--- config.mk ---
export PLATFORM = sky130hd
export DESIGN_NAME = bounded_deque_with_match_count_core
export DESIGN_NICKNAME = d
export VERILOG_FILES = /design/src/bdq_pkg.sv /design/src/bdq_ram.sv /design/src/bounded_deque_with_match_count_core.sv
export SDC_FILE = /design/constraint.sdc
export NUM_CORES = 1
export LEC_CHECK = 0
export ABC_CLOCK_PERIOD_IN_PS = 15100
export BUFFER_PORTS_ARGS = -buffer_cell sky130_fd_sc_hd__buf_2
export CAP_MARGIN = 10
export CORE_MARGIN = 2
export CORE_UTILIZATION = 35
export CTS_BUF_LIST = sky130_fd_sc_hd__clkbuf_8
export CTS_CLUSTER_DIAMETER = 200
export DETAILED_ROUTE_END_ITERATION = 6
export GPL_TIMING_DRIVEN = 0
export MAX_ROUTING_LAYER = met4
export PLACE_DENSITY = 0.48
export SLEW_MARGIN = 20
export SYNTH_ARGS = -nofsm -noshare
export SYNTH_HDL_FRONTEND = slang
export SYNTH_HIERARCHICAL = 1
export SYNTH_SLANG_ARGS = --single-unit
--- constraint.sdc ---
create_clock -name clk -period 15.1 [get_ports clk]
set_input_delay 4.53 -clock clk [delete_from_list [all_inputs] [get_ports clk]]
set_output_delay 4.53 -clock clk [all_outputs]
set_load 0.03 [all_outputs]
--- src/bdq_pkg.sv ---
// Shared codes for the bounded deque core: operation and status encodings.
// No dependencies.

package bdq_pkg;

  localparam int unsigned WORD_W   = 32;
  localparam int unsigned OP_W     = 3;
  localparam int unsigned STATUS_W = 2;

  localparam logic [OP_W-1:0] OP_PUSH_FRONT = 3'd0;
  localparam logic [OP_W-1:0] OP_PUSH_BACK  = 3'd1;
  localparam logic [OP_W-1:0] OP_POP_FRONT  = 3'd2;
  localparam logic [OP_W-1:0] OP_POP_BACK   = 3'd3;
  localparam logic [OP_W-1:0] OP_COUNT      = 3'd4;

  localparam logic [STATUS_W-1:0] ST_DONE  = 2'd0;
  localparam logic [STATUS_W-1:0] ST_FULL  = 2'd1;
  localparam logic [STATUS_W-1:0] ST_EMPTY = 2'd2;

endpackage

--- src/bdq_ram.sv ---
// Generic single-port-write, single-port-read RAM with registered read data.
// No dependencies.

module bdq_ram #(
  parameter int unsigned WIDTH = 32,
  parameter int unsigned DEPTH = 16
) (
  input  logic                     clk,
  input  logic                     we,
  input  logic [$clog2(DEPTH)-1:0] waddr,
  input  logic [WIDTH-1:0]         wdata,
  input  logic                     re,
  input  logic [$clog2(DEPTH)-1:0] raddr,
  output logic [WIDTH-1:0]         rdata
);

  logic [WIDTH-1:0] mem [DEPTH];
  logic [WIDTH-1:0] rdata_r;

  always_ff @(posedge clk) begin
    if (we) begin
      mem[waddr] <= wdata;
    end
    if (re) begin
      rdata_r <= mem[raddr];
    end
  end

  assign rdata = rdata_r;

endmodule

--- src/bounded_deque_with_match_count_core.sv ---
// Bounded double-ended queue of 32-bit words held in a ring RAM, with a match counter.
// Depends on bdq_pkg and bdq_ram.
//
// A request is taken when start is high and busy is low. Pushes, removals and
// unused op codes complete directly: the result strobe comes on the cycle
// after the request and busy stays low, so a new request can follow at once.
// A count request walks the stored entries through the RAM's single read
// port, one entry per cycle; busy is high and the result strobe arrives
// after one read per entry, the RAM's registered read and the result register
// (on an empty store it comes on the cycle after the request, as for a push).
// out_strobe is high for exactly one cycle per request and the receiver cannot
// hold it off, so the result must be captured then. A push into a full store
// answers status 1, a removal from an empty store answers status 2; neither
// changes the contents. No clearing pass is run after reset: only occupied
// slots are ever read.

module bounded_deque_with_match_count_core
  import bdq_pkg::*;
#(
  parameter int unsigned CAPACITY = 16
) (
  input  logic                              clk,
  input  logic                              rst_n,
  input  logic                              start,
  output logic                              busy,
  input  logic [OP_W-1:0]                   in_op,
  input  logic signed [WORD_W-1:0]          in_value,
  output logic                              out_strobe,
  output logic [STATUS_W-1:0]               out_status,
  output logic [$clog2(CAPACITY+1)-1:0]     out_match_count,
  output logic [$clog2(CAPACITY+1)-1:0]     out_occupancy
);

  localparam int unsigned IW = $clog2(CAPACITY);      // slot index width
  localparam int unsigned CW = $clog2(CAPACITY + 1);  // count width

  localparam logic [IW-1:0] LAST_SLOT = IW'(CAPACITY - 1);
  localparam logic [CW-1:0] CAP_CNT   = CW'(CAPACITY);
  localparam logic [IW:0]   CAP_WIDE  = (IW + 1)'(CAPACITY);

  typedef enum logic [1:0] {
    S_IDLE = 2'b01,
    S_SCAN = 2'b10
  } state_t;

  // Control state
  state_t             state_r, state_nxt;
  logic [IW-1:0]      front_r, front_nxt;
  logic [CW-1:0]      cnt_r, cnt_nxt;
  // Scan bookkeeping
  logic [CW-1:0]      iss_r, iss_nxt;       // reads issued so far
  logic [IW-1:0]      rd_slot_r, rd_slot_nxt;
  logic               rd_pend_r, rd_pend_nxt; // RAM data valid this cycle
  logic [CW-1:0]      acc_r, acc_nxt;
  logic [WORD_W-1:0]  value_r, value_nxt;
  // Result register
  logic               out_strobe_r, out_strobe_nxt;
  logic [STATUS_W-1:0] out_status_r, out_status_nxt;
  logic [CW-1:0]      out_match_r, out_match_nxt;
  logic [CW-1:0]      out_occ_r, out_occ_nxt;

  // RAM port signals
  logic               ram_we;
  logic [IW-1:0]      ram_waddr;
  logic               ram_re;
  logic [WORD_W-1:0]  ram_rdata;

  logic               accept;
  logic               is_full;
  logic               is_empty;
  logic [IW-1:0]      front_dec;
  logic [IW-1:0]      front_inc;
  logic [IW-1:0]      rd_slot_inc;
  logic [IW:0]        back_sum;
  logic [IW-1:0]      back_slot;
  logic               hit;

  assign busy     = (state_r != S_IDLE);
  assign accept   = start && !busy;
  assign is_full  = (cnt_r == CAP_CNT);
  assign is_empty = (cnt_r == '0);

  // Ring arithmetic, wrapping at CAPACITY (need not be a power of two).
  assign front_dec   = (front_r == '0) ? LAST_SLOT : front_r - IW'(1);
  assign front_inc   = (front_r == LAST_SLOT) ? '0 : front_r + IW'(1);
  assign rd_slot_inc = (rd_slot_r == LAST_SLOT) ? '0 : rd_slot_r + IW'(1);
  // Slot just past the back entry; only used when not full, so cnt < CAPACITY.
  assign back_sum    = {1'b0, front_r} + {1'b0, cnt_r[IW-1:0]};
  assign back_slot   = (back_sum >= CAP_WIDE) ? IW'(back_sum - CAP_WIDE) : back_sum[IW-1:0];

  assign hit = rd_pend_r && (ram_rdata == value_r);

  // Pushes write the RAM on the accept edge itself.
  assign ram_we    = accept && (in_op inside {OP_PUSH_FRONT, OP_PUSH_BACK}) && !is_full;
  assign ram_waddr = (in_op == OP_PUSH_FRONT) ? front_dec : back_slot;
  // One read per cycle while entries remain to be fetched.
  assign ram_re    = (state_r == S_SCAN) && (iss_r != cnt_r);

  always_comb begin
    state_nxt      = state_r;
    front_nxt      = front_r;
    cnt_nxt        = cnt_r;
    iss_nxt        = iss_r;
    rd_slot_nxt    = rd_slot_r;
    rd_pend_nxt    = 1'b0;
    acc_nxt        = acc_r;
    value_nxt      = value_r;
    out_strobe_nxt = 1'b0;
    out_status_nxt = out_status_r;
    out_match_nxt  = out_match_r;
    out_occ_nxt    = out_occ_r;

    case (state_r)
      S_IDLE: begin
        if (accept) begin
          out_status_nxt = ST_DONE;
          out_match_nxt  = '0;
          case (in_op)
            OP_PUSH_FRONT: begin
              if (is_full) begin
                out_status_nxt = ST_FULL;
              end else begin
                front_nxt = front_dec;
                cnt_nxt   = cnt_r + CW'(1);
              end
            end
            OP_PUSH_BACK: begin
              if (is_full) begin
                out_status_nxt = ST_FULL;
              end else begin
                cnt_nxt = cnt_r + CW'(1);
              end
            end
            OP_POP_FRONT: begin
              if (is_empty) begin
                out_status_nxt = ST_EMPTY;
              end else begin
                front_nxt = front_inc;
                cnt_nxt   = cnt_r - CW'(1);
              end
            end
            OP_POP_BACK: begin
              if (is_empty) begin
                out_status_nxt = ST_EMPTY;
              end else begin
                cnt_nxt = cnt_r - CW'(1);
              end
            end
            OP_COUNT: begin
              value_nxt = unsigned'(in_value);
              if (!is_empty) begin
                state_nxt   = S_SCAN;
                iss_nxt     = '0;
                rd_slot_nxt = front_r;
                acc_nxt     = '0;
              end
            end
            default: begin
              // unused codes: no change, plain done
            end
          endcase
          // Count on an empty store answers right away.
          out_strobe_nxt = !((in_op == OP_COUNT) && !is_empty);
          out_occ_nxt    = cnt_nxt;
        end
      end
      S_SCAN: begin
        if (ram_re) begin
          iss_nxt     = iss_r + CW'(1);
          rd_slot_nxt = rd_slot_inc;
          rd_pend_nxt = 1'b1;
        end
        if (rd_pend_r) begin
          acc_nxt = acc_r + CW'(hit);
        end
        // Last word back from the RAM: report.
        if (rd_pend_r && (iss_r == cnt_r)) begin
          state_nxt      = S_IDLE;
          out_strobe_nxt = 1'b1;
          out_status_nxt = ST_DONE;
          out_match_nxt  = acc_r + CW'(hit);
          out_occ_nxt    = cnt_r;
        end
      end
      default: begin
        state_nxt = S_IDLE;
      end
    endcase
  end

  always_ff @(posedge clk) begin
    if (!rst_n) begin
      state_r      <= S_IDLE;
      front_r      <= '0;
      cnt_r        <= '0;
      rd_pend_r    <= 1'b0;
      out_strobe_r <= 1'b0;
    end else begin
      state_r      <= state_nxt;
      front_r      <= front_nxt;
      cnt_r        <= cnt_nxt;
      rd_pend_r    <= rd_pend_nxt;
      out_strobe_r <= out_strobe_nxt;
    end
  end

  always_ff @(posedge clk) begin
    iss_r        <= iss_nxt;
    rd_slot_r    <= rd_slot_nxt;
    acc_r        <= acc_nxt;
    value_r      <= value_nxt;
    out_status_r <= out_status_nxt;
    out_match_r  <= out_match_nxt;
    out_occ_r    <= out_occ_nxt;
  end

  bdq_ram #(
    .WIDTH (WORD_W),
    .DEPTH (CAPACITY)
  ) u_store (
    .clk   (clk),
    .we    (ram_we),
    .waddr (ram_waddr),
    .wdata (unsigned'(in_value)),
    .re    (ram_re),
    .raddr (rd_slot_r),
    .rdata (ram_rdata)
  );

  assign out_strobe      = out_strobe_r;
  assign out_status      = out_status_r;
  assign out_match_count = out_match_r;
  assign out_occupancy   = out_occ_r;

`ifndef SYNTH
  a_occ_bound: assert property (@(posedge clk) disable iff (!rst_n)
    out_strobe_r |-> (out_occ_r <= CAP_CNT))
    else $error("occupancy above capacity");

  a_refused_no_match: assert property (@(posedge clk) disable iff (!rst_n)
    (out_strobe_r && (out_status_r != ST_DONE)) |-> (out_match_r == '0))
    else $error("refused request reports matches");

  a_match_le_occ: assert property (@(posedge clk) disable iff (!rst_n)
    out_strobe_r |-> (out_match_r <= out_occ_r))
    else $error("match count above occupancy");

  a_push_grows: assert property (@(posedge clk) disable iff (!rst_n)
    ram_we |=> (cnt_r == $past(cnt_r) + CW'(1)))
    else $error("push did not grow occupancy");

  a_no_write_in_scan: assert property (@(posedge clk) disable iff (!rst_n)
    (state_r == S_SCAN) |-> !ram_we)
    else $error("store written during a count walk");
`endif

endmodule
==> results of run 1 <==
==> cell usage after synthesis, types with 2 or more instances <==
cell,n,area share (%)
nor4_1,9,0.24
mux2i_1,6,0.25
buf_1,10,0.16
a211oi_1,4,0.13
dfxtp_1,13,1.1
and3_1,2,0.052
buf_6,2,0.094
a31oi_1,3,0.079
nand2b_1,3,0.079
nand4_1,2,0.052
buf_2,11,0.23
nor3b_1,2,0.063
o31a_1,2,0.073
nand3_1,10,0.21
buf_4,11,0.35
nor2_1,34,0.53
o21ai_0,8,0.17
xor2_1,37,1.4
a22oi_1,65,2.0
or2_2,2,0.052
and2_1,12,0.31
mux2_2,2,0.094
clkbuf_1,21,0.33
nand3b_1,3,0.094
edfxtp_1,602,76
nand2_1,38,0.60
a21oi_1,19,0.40
o22ai_1,3,0.079
nor3_1,10,0.21
nor2b_1,5,0.13
a41oi_1,3,0.11
xnor2_1,14,0.51
inv_1,11,0.17
a21o_1,2,0.063
mux4_2,128,12
ha_1,13,0.68
==> registers in the layout (all words and copies together) (netlist names), 4 cells and up <==
signal           flops
u_store/mem        512
u_store/rdata       32
value_r             32
acc_r                5
cnt_r                5
iss_r                5
out_match_count      5
out_occupancy        5
front_r              4
rd_slot_r            4
==> worst paths after layout <==
check	to	slack [ns]	depth (start not counted)
worst max-delay path	u_store/mem[11][15]	7.57	11
worst min-delay path	state_r[0]	0.51	2
worst min register to register	state_r[0]	0.51	2
worst max register to register	u_store/mem[12][16]	11.11	10
==> per-stage QoR <==
| step | std cells | area [um2] | hold WS, ns | power (mW) | setup slack (ns) |
|---|---|---|---|---|---|
| CTS | 2301 | 27900 | 0.516 | 3.38 | 7.67 |
| detailed placement | 2118 | 26100 | 0.503 | 2.06 | 6.95 |
| finish | 2305 | 27900 | 0.510 | 3.33 | 7.57 |
| global route | 2303 | 27900 | 0.535 | 3.46 | 7.46 |
| floorplan | 1148 | 23900 | 0.469 | 2.00 | 6.36 |
| global placement | 2072 | 25300 | 0.499 | 2.05 | 2.88 |
==> final cells by class <==
type	count	area, um2	share of cell area (%)
plain buffers	55	277	0.990
well taps	873	1090	3.91
multi-input cells	466	5370	19.2
flip-flops and latches	615	18300	65.7
repair buffers	97	995	3.56
clock buffers	106	1460	5.22
diodes	4	10.0	0.0358
clock inverters	77	342	1.22
inverters	12	45.0	0.161
==> worst reg2reg max path: stages, from the launching register on <==
cell and delay (ns):
dfxtp_1 0.36, clkbuf_1 0.31, inv_1 0.13, ha_1 0.31
and4bb_2 0.28, nor3_1 0.49, nand3_1 0.41, nor3_2 0.60
buf_4 0.32, buf_4 0.23, buf_4 0.22
==> cells by family (layout without fill, tap and decap cells) <==
| logic type | count (synthesis) | in the layout | synth area share (%) |
|---|---|---|---|
| buf+inv | 67 | 347 | 1.35 |
| flops | 615 | 615 | 76.7 |
| mux | 136 | 136 | 12.4 |
| compound gates | 120 | 120 | 3.57 |
| simple gates | 144 | 144 | 3.26 |
| other cells | 0 | 4 | 0 |
| fa+ha+maj | 14 | 14 | 0.764 |
| xor+xnor | 52 | 52 | 1.94 |
==> routing by layer <==
| metal | part of all wire (%) | wire length, um | up-vias |
|---|---|---|---|
| met5 | 0 | 0 | - |
| met4 | 2.5 | 1420 | 0 |
| met3 | 4.0 | 2300 | 107 |
| met2 | 50 | 28300 | 308 |
| met1 | 44 | 25100 | 6267 |
| li1 | - | - | 5186 |
==> power by group <==
group | total (mW) | internal, mW | switching, mW
combinational | 0.125 | 0.0419 | 0.0829
clock | 1.31 | 0.664 | 0.645
sequential | 1.90 | 1.89 | 0.00531
total | 3.33 | 2.60 | 0.733
==> results.sh, run 1 <==
export IMPL_layout_worst_path_cycle_share_pct=49.9
export IMPL_clk_latency_ns=0.69
export IMPL_grt_start_max_net_pins=22
export IMPL_port_buffer_count=51
export IMPL_finClkSkew_ns=0.0315
export IMPL_crit_chain="buf_2 -> buf_2 -> or2_2 -> buf_2 -> nor2_1 -> nor2_1 -> a31oi_1 -> nand2_1 -> nor2_4 -> buf_16 -> buf_16"
export IMPL_initialDrtViolationCount=931
export IMPL_yosys_warnings=6
export IMPL_critPathSlowestCell="nor2_4"
export IMPL_hold_class="flip-flop to flip-flop"
export IMPL_htreeDepth=3
export IMPL_fmax_mhz=133
export IMPL_grt_pass1_wl_um=83900
export IMPL_fp_dieW_um=265
export IMPL_nets=1403
export IMPL_finalCriticalPeriod_ns=7.53
export IMPL_startpoint_type="input pin"
export IMPL_fin_tns_setup_ns=0
export IMPL_io_pins=52
export IMPL_layout_commonest_cell="edfxtp_1"
export IMPL_post_cts_buffers=0
export IMPL_cts_resized=0
export IMPL_cts_root_buf="clkbuf_8"
export IMPL_firstDrtPassIters=5
export IMPL_rows=95
export IMPL_grtUsageMet1_pct=22.1
export IMPL_drive_gt1_share_pct=28.2
export IMPL_ys_types=62
export IMPL_cap_violations=0
export IMPL_coreArea_um2=67400
export IMPL_use_met2_pct=27.5
export IMPL_mostFrequentLayoutCells="edfxtp_1, mux4_2, clkbuf_8"
export IMPL_drc=0
export IMPL_first_global_vias=12400
export IMPL_p_leak_nw=9.13
export IMPL_die_area_um2=70400
export IMPL_utilization_pct=41.4
export IMPL_worst_ep_required_time_ns=15.47
export IMPL_setup_viol=0
export IMPL_grt_busiest_layer="met2"
export IMPL_synth_edf_count=602
export IMPL_dpl_hpwl_um=36900
export IMPL_fillers=6014
export IMPL_wirelength_um=57200
export IMPL_peakVddDrop_mv=0.0723
export IMPL_crit_buf_inv=5
export IMPL_status="completed"
export IMPL_hold_violations=0
export IMPL_cts_reportedPaths_clkPinSlew_ns=0.05
export IMPL_crit_path_max_fanout=12
export IMPL_rsz0062_at_grt="no"
export IMPL_worstSetupEndpointType="flip-flop"
export IMPL_avgRoutedWirePerCell_um=24.8
export IMPL_netlist_area_um2=23900
export IMPL_timing_worst_setup_path_type="input pin to flip-flop"
export IMPL_cts_buffers=104
export IMPL_clock_path_buffers=3
export IMPL_synth_seq_area_share_pct=76.7
export IMPL_max_slew_margin_pct=33.3
export IMPL_gp_congestion=0.750
export IMPL_grt_overflow=0
export IMPL_num_vias=11900
export IMPL_cts_hold_buf=0
export IMPL_syn_inst=1148
export IMPL_cpPeakStageDelay_ns=0.65
export IMPL_final_antenna_net_count=0
export IMPL_async_reset_ff_share_pct=0
export IMPL_synthFlopType="edfxtp_1"
export IMPL_power_density_nw_per_um2=119
export IMPL_initial_utilization_pct=35.5
export IMPL_synth_avg_cell_area_um2=20.8
export IMPL_worstSetupStartpoint="in_op[1]"
export IMPL_syn_nets=1200
export IMPL_area_growth_pct=16.8
export IMPL_cp_common_cell="buf_2"
export IMPL_cts_sinks=615
export IMPL_cp_top_family="simple AND/OR/NAND/NOR gates"
export IMPL_regToRegStartpoint="cnt_r[0]"
export IMPL_critPathArrivalTime_ns=7.90
export IMPL_use_met3_pct=3.10
export IMPL_antenna_found_initial=4
export IMPL_vias_per_cell=5.15
export IMPL_ys_seq_elements=615
export IMPL_die_h_um=265
export IMPL_min_from="state_r[0]"
export IMPL_cts_tree="yes"
export IMPL_grt_usage_pct=17.0
export IMPL_slew_violations=0
export IMPL_tightest_slew_ns=0.997
Power figures use the tool's default switching activity.
==> run 2: changes to the inputs <==
--- a/config.mk
+++ b/config.mk
@@ -5,7 +5,8 @@
 export SDC_FILE = /design/constraint.sdc
 export NUM_CORES = 1
 export LEC_CHECK = 0
-export ABC_CLOCK_PERIOD_IN_PS = 15100
+export ABC_AREA = 1
+export ABC_CLOCK_PERIOD_IN_PS = 6640
 export BUFFER_PORTS_ARGS = -buffer_cell sky130_fd_sc_hd__buf_2
 export CAP_MARGIN = 10
 export CORE_MARGIN = 2
@@ -15,7 +16,7 @@
 export DETAILED_ROUTE_END_ITERATION = 6
 export GPL_TIMING_DRIVEN = 0
 export MAX_ROUTING_LAYER = met4
-export PLACE_DENSITY = 0.48
+export PLACE_DENSITY = 0.49
 export SLEW_MARGIN = 20
 export SYNTH_ARGS = -nofsm -noshare
 export SYNTH_HDL_FRONTEND = slang
==> constraint.sdc (replaced) <==
create_clock -name clk -period 6.64 [get_ports clk]
set_input_delay 1.992 -clock clk [delete_from_list [all_inputs] [get_ports clk]]
set_output_delay 1.992 -clock clk [all_outputs]
set_load 0.03 [all_outputs]
==> results.sh, run 2 <==
export IMPL_synth_seq_area_share_pct=68.2
export IMPL_nets=2769
export IMPL_p_leak_nw=13.1
export IMPL_worstSetupEndpointType="flip-flop"
export IMPL_die_area_um2=79100
export IMPL_startpoint_type="input pin"
export IMPL_cts_buffers=102
export IMPL_p_clk_share_pct=33.7
export IMPL_ys_types=44
export IMPL_cts_sinks=615
export IMPL_avgRoutedWirePerCell_um=21.0
export IMPL_cts_tree="yes"
export IMPL_hold_class="flip-flop to flip-flop"
export IMPL_cap_violations=0
export IMPL_dpl_hpwl_um=53900
export IMPL_hold_violations=0
export IMPL_syn_inst=2540
export IMPL_cpPeakStageDelay_ns=0.72
export IMPL_largest_reg_flops=512
export IMPL_regToRegStartpoint="cnt_r[0]"
export IMPL_clock_path_buffers=3
export IMPL_io_pins=52
export IMPL_drive_gt1_share_pct=12.0
export IMPL_power_frac_seq_pct=47.0
export IMPL_slew_violations=0
export IMPL_async_reset_ff_share_pct=0
export IMPL_synthFlopType="edfxtp_1"
export IMPL_yosys_top_cells_count="nand2_1, edfxtp_1, inv_1"
export IMPL_fillers=7334
export IMPL_worstHoldPathCells=2
export IMPL_syn_nets=2592
export IMPL_switching_share_pct=30.6
export IMPL_post_cts_buffers=0
export IMPL_initialDrtViolationCount=1568
export IMPL_yosys_warnings=6
export IMPL_area_growth_pct=15.4
export IMPL_cts_reportedPaths_clkPinSlew_ns=0.06
export IMPL_final_antenna_net_count=0
export IMPL_critPathSlowestCell="nor2_4"
export IMPL_power_density_nw_per_um2=308
export IMPL_multi_input_area_um2=6190
export IMPL_port_buffer_count=50
export IMPL_cts_hold_buf=0
export IMPL_worstSetupStartpoint="in_op[1]"
export IMPL_finalCriticalPeriod_ns=4.27
export IMPL_dp_slack_ns=1.68
export IMPL_critPathArrivalTime_ns=4.66
export IMPL_wirelength_um=80400
export IMPL_drc=0
export IMPL_ys_seq_elements=615
export IMPL_firstDrtPassIters=5
export IMPL_rows=101
export IMPL_p_switching_mw=2.92
export IMPL_max_slew_margin_pct=32.6
export IMPL_setup_ws_ns=2.37
export IMPL_regMostFlops="u_store/mem"
export IMPL_cell_internal_pwr_mw=6.64
export IMPL_synth_top_cell_by_area="edfxtp_1"
export IMPL_mostFrequentLayoutCells="nand2_1, edfxtp_1, inv_1"
export IMPL_cts_root_buf="clkbuf_8"
export IMPL_antenna_found_initial=7
export IMPL_htreeDepth=3
export IMPL_crit_buf_inv=3
export IMPL_worst_ep_required_time_ns=7.03
export IMPL_vias_per_cell=4.76
export IMPL_synth_avg_cell_area_um2=10.6
export IMPL_path_depth=7
export IMPL_grt_start_max_net_pins=30
export IMPL_fp_dieW_um=281
export IMPL_grt_usage_pct=21.2
export IMPL_setup_viol=0
export IMPL_yosysTopAreaCellShare_pct=67.2
export IMPL_netlist_area_um2=26900
export IMPL_timing_worst_setup_path_type="input pin to flip-flop"
export IMPL_crit_path_max_fanout=17
export IMPL_gp_congestion=0.857
export IMPL_grt_overflow=0
export IMPL_r2r_cells=8
export IMPL_synth_edf_count=602
export IMPL_layout_worst_path_cycle_share_pct=64.3
export IMPL_synth_most_common_cell="nand2_1"
export IMPL_grt_pass1_wl_um=117000
export IMPL_num_vias=18300
export IMPL_first_global_vias=17800
export IMPL_peakVddDrop_mv=0.145
export IMPL_combPwrFrac_pct=19.3
export IMPL_finClkSkew_ns=0.0333
export IMPL_min_from="state_r[1]"
export IMPL_cts_resized=0
export IMPL_tightest_slew_ns=1.01
export IMPL_synth_area_top_cells="edfxtp_1, nand2_1, nand3_1"
export IMPL_cp_top_family="simple AND/OR/NAND/NOR gates"
export IMPL_clk_latency_ns=0.72
export IMPL_rsz0062_at_grt="no"
export IMPL_hold_ws_ns=0.494
export IMPL_crit_chain="buf_2 -> nor3_1 -> inv_1 -> o21ai_0 -> nand3_1 -> nor2_4 -> buf_12"
export IMPL_fin_tns_setup_ns=0
export IMPL_fmax_mhz=234
export IMPL_status="completed"
export IMPL_initial_utilization_pct=35.4
export IMPL_coreArea_um2=75900
export IMPL_layout_commonest_cell="nand2_1"
export IMPL_seqCellArea_um2=18300
export IMPL_die_h_um=281
## run 2: changes by cell type after synthesis, sizes merged, moves of 64 or more
cell   previous run  this run
buf              34        98
nand2            38       766
nand3            11       410
a22oi            65         0
mux4            128         0
inv              12       460
## run 2: cell families (layout without fill, tap and decap cells)
logic type	Yosys count	after routing	share of synthesized area, %
XOR/XNOR	20	20	0.651
other	0	6	0
multiplexers	1	1	0.0372
AO/OA/AOI/OAI	72	72	1.47
buffers and inverters	570	827	9.26
adder cells (fa/ha/maj)	14	14	0.679
AND/OR/NAND/NOR	1248	1248	19.7
flip-flops	615	615	68.2
## run 2: worst reg2reg max path, cell delays in order (launching register included)
cell     delay [ns]
dfxtp_1        0.46
ha_1           0.22
inv_1          0.06
fa_1           0.37
xor2_1         0.17
o21ai_0        0.42
nand2_1        0.37
nor2_4         0.72
buf_12         0.27
## run 2: worst paths after layout
| path | end | slack (ns) |
|---|---|---|
| max | u_store/mem[7][7] | 2.37 |
| max reg2reg | u_store/mem[6][7] | 3.26 |
| min | state_r[1] | 0.49 |
| min reg2reg | state_r[1] | 0.49 |
## run 2: stage by stage
stage | instance area [um2] | std cells | utilization [%] | power [mW]
floorplan | 26900 | 2540 | - | 5.66
global route | 31000 | 3833 | 40.8 | 9.98
finish | 31000 | 3833 | 40.8 | 9.56
detailed placement | 29100 | 3643 | 38.3 | 6.42
global placement | 28400 | 3620 | 37.4 | 6.36
CTS | 31000 | 3827 | 40.8 | 9.65
## run 2: cell type report
| cell class | count | area share (%) |
|---|---|---|
| flip-flops and latches | 615 | 59.1 |
| clock inverters | 76 | 1.45 |
| inverters | 460 | 5.59 |
| multi-input cells | 1355 | 20.0 |
| well taps | 1030 | 4.15 |
| repair buffers | 73 | 2.47 |
| clock buffers | 108 | 4.79 |
| plain buffers | 110 | 2.44 |
| diodes | 6 | 0.0484 |
## run 2: metal layers
layer | part of all wire, % | GRT usage [%] | up-vias
met1 | 43 | 27.1 | 8906
met2 | 48 | 34.1 | 574
li1 | - | - | 8652
met4 | 2.4 | 7.12 | 0
met3 | 6.5 | 3.63 | 127
met5 | 0 | - | -
## run 2: power groups by stage
stage	sequential, mW	clock (mW)	combinational [mW]
floorplan	4.64	0	1.02
global placement	4.58	0	1.78
detailed placement	4.57	0	1.84
CTS	4.49	3.30	1.85
global route	4.50	3.47	2.00
finish	4.49	3.22	1.85
==> run 3: changes to the inputs <==
--- a/config.mk
+++ b/config.mk
@@ -6,7 +6,7 @@
 export NUM_CORES = 1
 export LEC_CHECK = 0
 export ABC_AREA = 1
-export ABC_CLOCK_PERIOD_IN_PS = 6640
+export ABC_CLOCK_PERIOD_IN_PS = 4400
 export BUFFER_PORTS_ARGS = -buffer_cell sky130_fd_sc_hd__buf_2
 export CAP_MARGIN = 10
 export CORE_MARGIN = 2
@@ -16,7 +16,7 @@
 export DETAILED_ROUTE_END_ITERATION = 6
 export GPL_TIMING_DRIVEN = 0
 export MAX_ROUTING_LAYER = met4
-export PLACE_DENSITY = 0.49
+export PLACE_DENSITY = 0.48
 export SLEW_MARGIN = 20
 export SYNTH_ARGS = -nofsm -noshare
 export SYNTH_HDL_FRONTEND = slang
==> constraint.sdc (replaced) <==
create_clock -name clk -period 4.4 [get_ports clk]
set_input_delay 1.32 -clock clk [delete_from_list [all_inputs] [get_ports clk]]
set_output_delay 1.32 -clock clk [all_outputs]
set_load 0.03 [all_outputs]
==> results.sh, run 3 (synthesis results as in run 2) <==
export IMPL_mostFrequentLayoutCells="nand2_1, edfxtp_1, inv_1"
export IMPL_num_vias=18300
export IMPL_cap_violations=0
export IMPL_post_cts_buffers=0
export IMPL_largest_reg_flops=512
export IMPL_finClkSkew_ns=0.0363
export IMPL_p_leak_nw=13.0
export IMPL_clock_path_buffers=3
export IMPL_critPathSlowestCell="nor2_4"
export IMPL_dpl_hpwl_um=54000
export IMPL_coreArea_um2=75900
export IMPL_cts_sinks=615
export IMPL_antenna_found_initial=9
export IMPL_fillers=7384
export IMPL_nets=2767
export IMPL_hold_class="flip-flop to flip-flop"
export IMPL_port_buffer_count=50
export IMPL_layout_commonest_cell="nand2_1"
export IMPL_status="completed"
export IMPL_die_h_um=281
export IMPL_crit_path_max_fanout=18
export IMPL_setup_ws_ns=0.822
export IMPL_cts_resized=0
export IMPL_peakVddDrop_mv=0.212
export IMPL_avgRoutedWirePerCell_um=20.9
export IMPL_fp_dieW_um=281
export IMPL_drc=0
export IMPL_hold_violations=0
export IMPL_cts_root_buf="clkbuf_8"
export IMPL_io_pins=52
export IMPL_cts_reportedPaths_clkPinSlew_ns=0.06
export IMPL_critPathArrivalTime_ns=3.97
export IMPL_first_global_vias=17500
export IMPL_drive_gt1_share_pct=11.6
export IMPL_cpPeakStageDelay_ns=0.73
export IMPL_crit_chain="buf_2 -> nor3_1 -> inv_1 -> o21ai_0 -> nand3_1 -> nor2_4 -> buf_12"
export IMPL_setup_viol=0
export IMPL_htreeDepth=3
export IMPL_worst_ep_required_time_ns=4.79
export IMPL_timing_worst_setup_path_type="input pin to flip-flop"
export IMPL_startpoint_type="input pin"
export IMPL_rows=101
export IMPL_worstSetupEndpointType="flip-flop"
export IMPL_initialDrtViolationCount=1653
export IMPL_initial_utilization_pct=35.4
export IMPL_layout_worst_path_cycle_share_pct=81.3
export IMPL_grt_start_max_net_pins=28
export IMPL_cts_tree="yes"
export IMPL_clk_latency_ns=0.73
export IMPL_slew_violations=0
export IMPL_vias_per_cell=4.77
export IMPL_cts_hold_buf=0
export IMPL_max_slew_margin_pct=22.1
export IMPL_tightest_slew_ns=1.17
export IMPL_die_area_um2=79100
export IMPL_area_growth_pct=14.8
export IMPL_rsz0062_at_grt="no"
export IMPL_grt_overflow=0
export IMPL_cts_buffers=102
export IMPL_final_antenna_net_count=0
export IMPL_p_total_mw=14.2
export IMPL_finalCriticalPeriod_ns=3.58
export IMPL_grt_usage_pct=21.1
export IMPL_wirelength_um=79900
export IMPL_fmax_mhz=279
export IMPL_dp_slack_ns=0.165
export IMPL_firstDrtPassIters=6
export IMPL_gp_congestion=0.839
export IMPL_regMostFlops="u_store/mem"
export IMPL_multi_input_area_um2=6190
export IMPL_power_density_nw_per_um2=458
export IMPL_grt_pass1_wl_um=117000
export IMPL_seqCellArea_um2=18300
## run 3: through the flow
stage | std cells | hold slack [ns] | instance area, um2 | utilization [%] | setup TNS, ns
after detailed placement | 3641 | 0.502 | 29000 | 38.2 | 0
after floorplan | 2540 | 0.465 | 26900 | - | 0
after CTS | 3822 | 0.511 | 30900 | 40.6 | 0
final | 3828 | 0.528 | 30900 | 40.7 | 0
after global routing | 3828 | 0.546 | 30900 | 40.7 | 0
after global placement | 3620 | 0.479 | 28400 | 37.4 | -943.23
## run 3: final cells by class
| cell class | instances | share of cell area [%] |
|---|---|---|
| Buffer | 110 | 2.45 |
| Clock buffer | 105 | 4.68 |
| Clock inverter | 76 | 1.20 |
| Inverter | 460 | 5.62 |
| Multi-Input combinational cell | 1355 | 20.0 |
| Timing Repair Buffer | 71 | 2.39 |
| Sequential cell | 615 | 59.4 |
| Tap cell | 1030 | 4.17 |
| Antenna cell | 6 | 0.0486 |
## run 3: power breakdown
group	internal [mW]	total [mW]	switching (mW)
clock network	2.32	4.62	2.30
registers	6.70	6.78	0.0846
logic	0.758	2.76	2.00
## run 3: path summary, 6_finish.rpt
kind	start	endpoint	slack, ns	cells past startpoint
worst max-delay path	in_op[1]	u_store/mem[7][12]	0.82	7
worst min-delay path	state_r[1]	state_r[1]	0.53	2
worst max register to register	cnt_r[0]	u_store/mem[7][12]	1.18	8
worst min register to register	state_r[1]	state_r[1]	0.53	2
## run 3: layer usage
layer  wire length, um  track usage [%]
met4              1730             6.21
met5                 0                -
met2             38100             33.5
met1             34700             27.8
met3              5370             3.65
## run 3: worst max-delay path: cells and delay by family
family | cells | cell delay [ns]
simple gates | 3 | 1.69
compound gates | 1 | 0.34
buf+inv | 3 | 0.58
